==> config.mk <==
export PLATFORM = sky130hd
export DESIGN_NAME = vram_block_dma_controller
export DESIGN_NICKNAME = d
export VERILOG_FILES = /design/src/sv/vbdma_pkg.sv /design/src/sv/vram_block_dma_controller.sv /design/src/sv/vbdma_core.sv
export VERILOG_INCLUDE_DIRS = /design/src /design/src/sv
export SDC_FILE = /design/constraint.sdc
export NUM_CORES = 1
export LEC_CHECK = 0
export ABC_AREA = 1
export ABC_CLOCK_PERIOD_IN_PS = 5900
export BUFFER_PORTS_ARGS = -buffer_cell sky130_fd_sc_hd__clkbuf_2
export CAP_MARGIN = 15
export CORE_MARGIN = 3
export CORE_UTILIZATION = 45
export DETAILED_ROUTE_END_ITERATION = 16
export PLACE_DENSITY = 0.66
export SYNTH_ARGS = -nofsm -noshare
export SYNTH_HDL_FRONTEND = slang
export SYNTH_HIERARCHICAL = 1
export SYNTH_SLANG_ARGS = --single-unit
export TNS_END_PERCENT = 10
==> constraint.sdc <==
create_clock -name clk -period 5.9 [get_ports clk]
set_input_delay 0.295 -clock clk [delete_from_list [all_inputs] [get_ports clk]]
set_output_delay 0.295 -clock clk [all_outputs]
set_load 0.01 [all_outputs]
==> src/sv/vram_block_dma_controller_macros.svh <==
// Assertion macros for the video-memory block DMA controller.
// Expects clk and rst_n in the scope of use.
`ifndef VRAM_BLOCK_DMA_CONTROLLER_MACROS_SVH
`define VRAM_BLOCK_DMA_CONTROLLER_MACROS_SVH

// Property checked at every clock edge outside reset.
`define VBDMA_ASSERT(label, prop, msg) \
    label: assert property (@(posedge clk) disable iff (!rst_n) (prop)) else $error(msg);

// Condition that must never be true outside reset.
`define VBDMA_NEVER(label, cond, msg) \
    `VBDMA_ASSERT(label, !(cond), msg)

`endif

==> src/sv/vbdma_pkg.sv <==
// Shared types and constants for the video-memory block DMA controller.
// No dependencies.
`timescale 1ns / 1ps
`default_nettype none

package vbdma_pkg;

    localparam int ADDR_BYTES = 4;

    typedef enum logic [1:0] {
        CMD_WRITE  = 2'd0,
        CMD_READ   = 2'd1,
        CMD_HBLANK = 2'd2
    } vbdma_cmd_e;

    localparam logic [2:0] REG_SRC_HI = 3'd0;
    localparam logic [2:0] REG_SRC_LO = 3'd1;
    localparam logic [2:0] REG_DST_HI = 3'd2;
    localparam logic [2:0] REG_DST_LO = 3'd3;
    localparam logic [2:0] REG_LENGTH = 3'd4;

    localparam logic [7:0] READ_IDLE   = 8'hFF;
    localparam logic [7:0] HBLANK_STEP = 8'h10;

    typedef struct packed {
        logic [1:0] command;
        logic [2:0] reg_sel;
        logic [7:0] write_data;
        logic       cur_bank;
    } vbdma_req_t;

    typedef struct packed {
        logic [7:0]  read_data;
        logic        copy_valid;
        logic [15:0] copy_source;
        logic [12:0] copy_dest_offset;
        logic [11:0] copy_length;
        logic        copy_bank;
        logic [12:0] stall_added;
    } vbdma_rsp_t;

endpackage

`default_nettype wire

==> src/sv/vram_block_dma_controller.sv <==
// Video-memory block DMA controller: request register, decode core, result register.
// Depends on vbdma_pkg, vbdma_core and vram_block_dma_controller_macros.svh.
//
// Usage:
//   Request channel (req_valid / req_stall / req) carries register writes,
//   register reads and horizontal-blank events. Every request yields exactly
//   one result on the rsp channel (rsp_valid / rsp_stall / rsp), in order.
//   A result with copy_valid set describes one block copy into video memory.
//   Path: an accepted request is held in the request register, then decoded into
//   the result register when that register can take it, and taken from there.
//   Throughput: one request per cycle while req_stall is low; decode is a
//   single pass between the request register and the result register.
//   Stall: while the result register holds an untaken result and rsp_stall
//   is high, a registered request waits and req_stall rises once the request
//   register is also full; nothing is dropped or repeated.
//   Reset: rst_n clears the address bytes, the hblank transfer state and both
//   pipeline valids; requests can be taken as soon as reset is released.
`timescale 1ns / 1ps
`default_nettype none
`include "vram_block_dma_controller_macros.svh"

module vram_block_dma_controller (
    input  wire logic                  clk,
    input  wire logic                  rst_n,
    input  wire logic                  req_valid,
    output logic                       req_stall,
    input  wire vbdma_pkg::vbdma_req_t req,
    output logic                       rsp_valid,
    input  wire logic                  rsp_stall,
    output vbdma_pkg::vbdma_rsp_t      rsp
);

    logic                  req_valid_reg;
    logic                  req_valid_next;
    vbdma_pkg::vbdma_req_t req_reg;
    logic                  rsp_valid_reg;
    logic                  rsp_valid_next;
    vbdma_pkg::vbdma_rsp_t rsp_reg;
    vbdma_pkg::vbdma_rsp_t rsp_next;
    logic                  take;
    logic                  adv;

    assign adv       = req_valid_reg && (!rsp_valid_reg || !rsp_stall);
    assign req_stall = req_valid_reg && rsp_valid_reg && rsp_stall;
    assign take      = req_valid && !req_stall;

    assign req_valid_next = take || (req_valid_reg && !adv);
    assign rsp_valid_next = adv || (rsp_valid_reg && rsp_stall);

    vbdma_core u_core (
        .clk   (clk),
        .rst_n (rst_n),
        .en    (adv),
        .req   (req_reg),
        .rsp   (rsp_next)
    );

    always_ff @(posedge clk or negedge rst_n)
    begin
        if (!rst_n)
        begin
            req_valid_reg <= 1'b0;
            rsp_valid_reg <= 1'b0;
        end
        else
        begin
            req_valid_reg <= req_valid_next;
            rsp_valid_reg <= rsp_valid_next;
        end
    end

    always_ff @(posedge clk)
    begin
        if (take)
            req_reg <= req;
        if (adv)
            rsp_reg <= rsp_next;
    end

    assign rsp_valid = rsp_valid_reg;
    assign rsp       = rsp_reg;

    `VBDMA_NEVER(a_no_overwrite, adv && rsp_valid_reg && rsp_stall, "result overwritten")
    `VBDMA_ASSERT(a_stall_full, req_stall |-> (req_valid_reg && rsp_valid_reg), "spurious stall")
    `VBDMA_ASSERT(a_empty_desc, (rsp_valid && !rsp.copy_valid) |-> (rsp.copy_source == 16'd0 && rsp.copy_length == 12'd0 && rsp.stall_added == 13'd0), "fields set without copy")
    `VBDMA_ASSERT(a_hblank_len, (rsp_valid && rsp.copy_valid && rsp.stall_added == 13'd0) |-> (rsp.copy_length == 12'd16), "bad hblank length")

endmodule

`default_nettype wire

==> src/sv/vbdma_core.sv <==
// DMA register state and per-request decode for the block DMA controller.
// Depends on vbdma_pkg.
`timescale 1ns / 1ps
`default_nettype none

module vbdma_core (
    input  wire logic              clk,
    input  wire logic              rst_n,
    input  wire logic              en,
    input  wire vbdma_pkg::vbdma_req_t req,
    output vbdma_pkg::vbdma_rsp_t  rsp
);

    logic [7:0]  addr_byte_reg [vbdma_pkg::ADDR_BYTES];
    logic        active_reg;
    logic        active_next;
    logic [15:0] src_reg;
    logic [15:0] src_next;
    logic [12:0] dst_reg;
    logic [12:0] dst_next;
    logic [7:0]  blocks_reg;
    logic [7:0]  blocks_next;
    logic        bank_reg;
    logic        bank_next;
    logic        byte_we;

    logic [15:0] form_src;
    logic [12:0] form_dst;
    logic [7:0]  blocks;
    logic [7:0]  blocks_m1;

    assign form_src  = {addr_byte_reg[0], addr_byte_reg[1][7:4], 4'b0000};
    assign form_dst  = {addr_byte_reg[2][4:0], addr_byte_reg[3][7:4], 4'b0000};
    assign blocks    = {1'b0, req.write_data[6:0]} + 8'd1;
    assign blocks_m1 = blocks_reg - 8'd1;

    always_comb
    begin
        rsp         = '0;
        active_next = active_reg;
        src_next    = src_reg;
        dst_next    = dst_reg;
        blocks_next = blocks_reg;
        bank_next   = bank_reg;
        byte_we     = 1'b0;
        unique case (req.command)
            vbdma_pkg::CMD_WRITE:
            begin
                if (req.reg_sel[2] == 1'b0)
                begin
                    byte_we = 1'b1;
                end
                else if (req.reg_sel == vbdma_pkg::REG_LENGTH)
                begin
                    if (req.write_data[7])
                    begin
                        active_next = 1'b1;
                        src_next    = form_src;
                        dst_next    = form_dst;
                        blocks_next = blocks;
                        bank_next   = req.cur_bank;
                    end
                    else if (active_reg)
                    begin
                        active_next = 1'b0;
                    end
                    else
                    begin
                        rsp.copy_valid       = 1'b1;
                        rsp.copy_source      = form_src;
                        rsp.copy_dest_offset = form_dst;
                        rsp.copy_length      = {blocks, 4'b0000};
                        rsp.copy_bank        = req.cur_bank;
                        rsp.stall_added      = {blocks, 5'b00000};
                    end
                end
            end
            vbdma_pkg::CMD_READ:
            begin
                if (req.reg_sel[2] == 1'b0)
                    rsp.read_data = addr_byte_reg[req.reg_sel[1:0]];
                else if (req.reg_sel == vbdma_pkg::REG_LENGTH && active_reg)
                    rsp.read_data = {1'b0, blocks_m1[6:0]};
                else
                    rsp.read_data = vbdma_pkg::READ_IDLE;
            end
            vbdma_pkg::CMD_HBLANK:
            begin
                if (active_reg)
                begin
                    rsp.copy_valid       = 1'b1;
                    rsp.copy_source      = src_reg;
                    rsp.copy_dest_offset = dst_reg;
                    rsp.copy_length      = {4'b0000, vbdma_pkg::HBLANK_STEP};
                    rsp.copy_bank        = bank_reg;
                    src_next    = src_reg + {8'd0, vbdma_pkg::HBLANK_STEP};
                    dst_next    = dst_reg + {5'd0, vbdma_pkg::HBLANK_STEP};
                    blocks_next = blocks_m1;
                    active_next = (blocks_m1 != 8'd0);
                end
            end
            default:
            begin
            end
        endcase
    end

    always_ff @(posedge clk or negedge rst_n)
    begin
        if (!rst_n)
        begin
            for (int i = 0; i < vbdma_pkg::ADDR_BYTES; i++)
                addr_byte_reg[i] <= 8'd0;
            active_reg <= 1'b0;
            src_reg    <= 16'd0;
            dst_reg    <= 13'd0;
            blocks_reg <= 8'd0;
            bank_reg   <= 1'b0;
        end
        else if (en)
        begin
            if (byte_we)
                addr_byte_reg[req.reg_sel[1:0]] <= req.write_data;
            active_reg <= active_next;
            src_reg    <= src_next;
            dst_reg    <= dst_next;
            blocks_reg <= blocks_next;
            bank_reg   <= bank_next;
        end
    end

endmodule

`default_nettype wire
# == Word-level counts from Yosys, hierarchy flattened ==
# Cells that the tools add are included.
# totals
ff_bits,151
latchBits,0
output_inout_bits,66
elab_cells,100
ram_bits,0
n_memories,0
romBits,0
# classes
n_mux,36
n_eq_ne,7
n_reduce_logical,24
n_mul,0
n_lt_le_gt_ge,2
add_sub_neg,4
n_bitwise,4
shifts,0
div,0
# ops
op,n
56-bit 2-to-1 mux,4
43-bit case mux with 2 select lines,1
8-bit 2-to-1 mux,9
16-bit 2-to-1 mux,4
13-bit 2-to-1 mux,4
43-bit 2-to-1 mux,1
32-bit bitwise mux,1
16-bit case mux with 2 select lines,1
13-bit case mux with 2 select lines,1
16-bit by 5-bit adder with 16-bit output (second input constant),1
8-bit binary-select mux with 2-bit select,1
8-bit demux with 2-bit select,1
8-bit case mux with 2 select lines,1
13-bit by 5-bit adder with 13-bit output (second input constant),1
7-bit by 1-bit adder with 8-bit output (second input constant),1
1-bit logical AND,8
8-bit nonzero test,1
8-bit by 1-bit subtractor with 8-bit output (second input constant),1
1-bit 2-to-1 mux,6
6-bit AND reduction,1
5-bit AND reduction,1
5-bit OR reduction,1
1-bit zero test,4
2-bit by 1-bit != test with 1-bit output (second input constant),2
15 further kinds,20

# == Depth between registers and ports, before layout ==
# logic_depth
depth_word,6
depth_mapped,10
mapped_depth_nobuf,10

# == Modules after synthesis ==
# Netlist, hierarchy kept.
# modules_own_cells
module,area_per_inst_um2,n_inst,cells_each
vbdma_core,4027.6,1,560
vram_block_dma_controller,2437.3,1,90

# == Worst setup path after synthesis ==
# OpenSTA, ideal clock, no wires.
# synth_timing
kind,reg2reg
from,"register rsp_valid_reg, in the netlist rsp_valid"
to,register u_core/addr_byte_reg[11] in the netlist's numbering
setup_time_ps,131
period_less_slack_ps,5197
t_arrival_ps,5067
path_slack_ps,703
path_stages_with_launch,8
path_cell_list,dfrtp_1 > a21oi_1 > nand2_1 > nor3_2 > nand2_1 > clkbuf_1 > nand2_1 > o21ai_0
# synth_between
elab_chain_cells,4
# synth_rtl
element,line_no,rtl
"start, declared",vram_block_dma_controller.sv:36,logic rsp_valid_reg;
"start signal, assigned",vram_block_dma_controller.sv:68,rsp_valid_reg <= rsp_valid_next;
1-bit zero test,vram_block_dma_controller.sv:43,assign adv = req_valid_reg && (!rsp_valid_reg || !rsp_stall);
1-bit logical OR,vram_block_dma_controller.sv:43,
1-bit logical AND,vram_block_dma_controller.sv:43,
via adv,vram_block_dma_controller.sv:41,logic adv;
2-bit AND reduction (no source line),-,
"end signal, assigned by index",vbdma_core.sv:123,addr_byte_reg[req.reg_sel[1:0]] <= req.write_data;
"end, declared",vbdma_core.sv:14,logic [7:0] addr_byte_reg [vbdma_pkg::ADDR_BYTES];
# The timed path passes the listed nets, and every way through them passes these cells.
# A chain may end at the register's enable or synchronous reset.

# == Worst setup path in the final report ==
# layout_timing
from,"register rsp_valid_reg, in the netlist rsp_valid"
to,register u_core.dst_reg[10]
# layout_between
elab_chain_cells,4
# layout_rtl
element,line_no,rtl
1-bit zero test,vram_block_dma_controller.sv:43,
1-bit logical OR,vram_block_dma_controller.sv:43,
1-bit logical AND,vram_block_dma_controller.sv:43,
via adv,vram_block_dma_controller.sv:41,
6-bit AND reduction (no source line),-,
"end signal, assigned",vbdma_core.sv:126,dst_reg <= dst_next;
"end, declared",vbdma_core.sv:19,logic [12:0] dst_reg;
# The timed path passes the listed nets, and every way through them passes these cells.

==> results.txt <==
status - finished clean
Placed Area - 6960 um2
flop-to-flop setup slack - 3.23 ns
endpoints failing setup - 0
# fillers - 1,316
Area Growth Syn to Fin - 16.4%
drt pass-1 iters - 5
fraction of the yosys area taken by sequential cells - 0.614
Cell Pwr Density - 380 nW/um2
layout net count - 756
Mapped Area - 6460 um2
Synth top cells by count - 122 x nand2_1, 81 x o21ai_0, 78 x edfxtp_1, 78 x inv_1, 65 x dfrtp_1
vias after detailed routing - 4,853
drt wl/cell - 16.0 um
yosys warns - 6
VDD IR max - 165 uV
area leader, netlist - edfxtp_1
Post-Layout Inst Area - 7520 um2
clk sinks - 143
CP Class - reg -> reg
initial antenna violation count - 0
Worst Tran Pin Value - 0.856 ns
drt via density - 5.24
Skew-Pair Late Insertion Delay - 0.42 ns
Synth Flop Type - edfxtp_1
Clock Tree Buf Depth - 2
post-synthesis sequential element count - 143
drt initial violations - 548
fin crit period - 2.67 ns
Fin Setup TNS - 0 ns
area share of the largest cell type after synthesis - 0.362
R2R depth - 8
Async S/R FF share, synth - 0.455
arrival time at the worst endpoint - 2.99 ns
syn avg cell area - 9.95 um2
Die Ht - 126 um
Distinct cells, synth - 39
CTS Root Cell - clkbuf_16
routed wire length - 14,800 um
total grt overflow - 0
hold_buf cts - 0
slew margin rel. - 0.430
CP startpoint kind - register
worst hold stages - 1
TritonCTS clock tree - built
CTS Buf Count - 17
Final Hold Fails - 0
largest net degree at the start of global routing - 67
Critical Path RT - 6.22 ns
first-pass GRT wire length - 23,800 um
Hold WC Path Type - in -> reg
clk_skew - 0.00567 ns
max_cap viols - 0
depth of the CTS H-tree - 4
CP Capture Type - register
PortBufs - 83
Final GP Congestion - 0.849
vias in the first global route - 4,610
worst reg2reg startpoint - rsp_valid$_DFF_PN0_
EDFF count, synth - 78
DP Wirelength - 10,400 um
postcts setup bufs - 0
Row Count - 43
critical register-to-register path endpoint - u_core/dst_reg[10]$_DFFE_PN0P_
leakage power - 3.29 nW
total track usage - 0.191
worst hold endpoint - req_reg[5]$_DFFE_PP_
remaining antenna violation count - 0
# DRC - 0
Reg area - 3970 um2
CP Max Fanout - 66
top cells by area, synth - edfxtp_1 36%, dfrtp_1 25%, nand2_1 7.1%, o21ai_0 6.3%, inv_1 4.5%
total die area - 15,800 um2
FMAX - 375 MHz
# resized after CTS - 0
Largest register FFs - 64
I/O pin total - 84
area taken by multi-input logic gates - 2030 um2
fraction of the cycle the final worst path needs - 0.452
RSZ-0062 raised after global routing - false
Hold Path Origin - req[5]
ANT cells - 0
share of layout cells above drive strength 1 - 0.180
CTS clock-pin slew for the worst setup and hold paths - 0.06 ns
die width - 126 um
Core Area - 14,000 um2
count leader, synth - nand2_1
fin util - 0.538
Initial Util - 0.462
Slew Limit Fails - 0
Post-Synthesis Cells - 650
[cells in the final DEF (no fill, tap or decap), types with 17 or more instances in the layout]
master,netlist,final
nor2_1,52,52
dfrtp_1,65,65
clkbuf_2,0,83
a21oi_1,20,19
edfxtp_1,78,78
conb_1,1,17
nand3_1,23,23
inv_1,78,78
nand2_1,122,122
o22ai_1,27,27
o21ai_0,81,81
clkbuf_16,0,17
[how the worst max path moves through the flow]
stage | start | end | slack (ns) | depth (start not counted)
4_1_cts | rsp_valid$_DFF_PN0_ | u_core/dst_reg[10]$_DFFE_PN0P_ | 3.22 | 8
3_3_place_gp | rsp_valid$_DFF_PN0_ | u_core/dst_reg[12]$_DFFE_PN0P_ | 3.34 | 9
2_1_floorplan | rsp_valid$_DFF_PN0_ | u_core/addr_byte_reg[11]$_DFFE_PN0P_ | 0.70 | 7
3_5_place_dp | rsp_valid$_DFF_PN0_ | u_core/dst_reg[10]$_DFFE_PN0P_ | 3.22 | 8
6_report | rsp_valid$_DFF_PN0_ | u_core/dst_reg[10]$_DFFE_PN0P_ | 3.23 | 8
5_1_grt | rsp_valid$_DFF_PN0_ | u_core/dst_reg[10]$_DFFE_PN0P_ | 2.99 | 8
[through the flow]
step | setup slack (ns) | total power, mW | hold slack (ns) | std cells
2_1_floorplan | 0.703 | 1.69 | -0.000591 | 666
3_3_place_gp | 3.34 | 1.85 | 0.468 | 894
3_5_place_dp | 3.22 | 1.86 | 0.474 | 894
4_1_cts | 3.22 | 2.87 | 0.0344 | 926
5_1_grt | 2.99 | 3.01 | 0.0319 | 926
6_report | 3.23 | 2.86 | 0.0512 | 926
[cell families (layout without fill, tap and decap cells)]
family / count (synthesis) / after routing / share of synthesized area
buffers and inverters: 118 / 198 / 0.0836
AND/OR/NAND/NOR: 217 / 217 / 0.141
XOR/XNOR: 10 / 10 / 0.0135
AO/OA/AOI/OAI: 156 / 156 / 0.138
other: 1 / 17 / 0.000580
adder cells (fa/ha/maj): 5 / 5 / 0.00968
flip-flops: 143 / 143 / 0.614
[cell type report]
| class | count | area share |
|---|---|---|
| clock buffer | 22 | 0.0630 |
| clock inverter | 10 | 0.0116 |
| inverter | 80 | 0.0402 |
| multi-input combinational | 405 | 0.269 |
| sequential | 143 | 0.528 |
| tap | 180 | 0.0299 |
| timing repair buffer | 86 | 0.0582 |
[power breakdown]
part	internal [mW]	switching, mW	total [mW]
combinational	0.165	0.345	0.511
clock	0.609	0.395	1.00
sequential	1.23	0.115	1.34
total	2.00	0.856	2.86
[worst max-delay path: stages, from the launching register on]
cell     delay (ns)
dfrtp_1        0.44
a21oi_4        0.16
buf_4          0.63
nand2_1        0.24
nor2_4         0.20
nand2_4        0.16
inv_4          0.36
o21ai_0        0.15
a22oi_1        0.20
[metal layers]
metal,vias to the layer above,wire (um),track usage
li1,2334,-,-
met1,2313,6600,0.266
met2,187,6870,0.289
met5,-,0,0
met3,19,1120,0.0509
met4,0,240,0.0751
(Power assumes the default switching activity.)
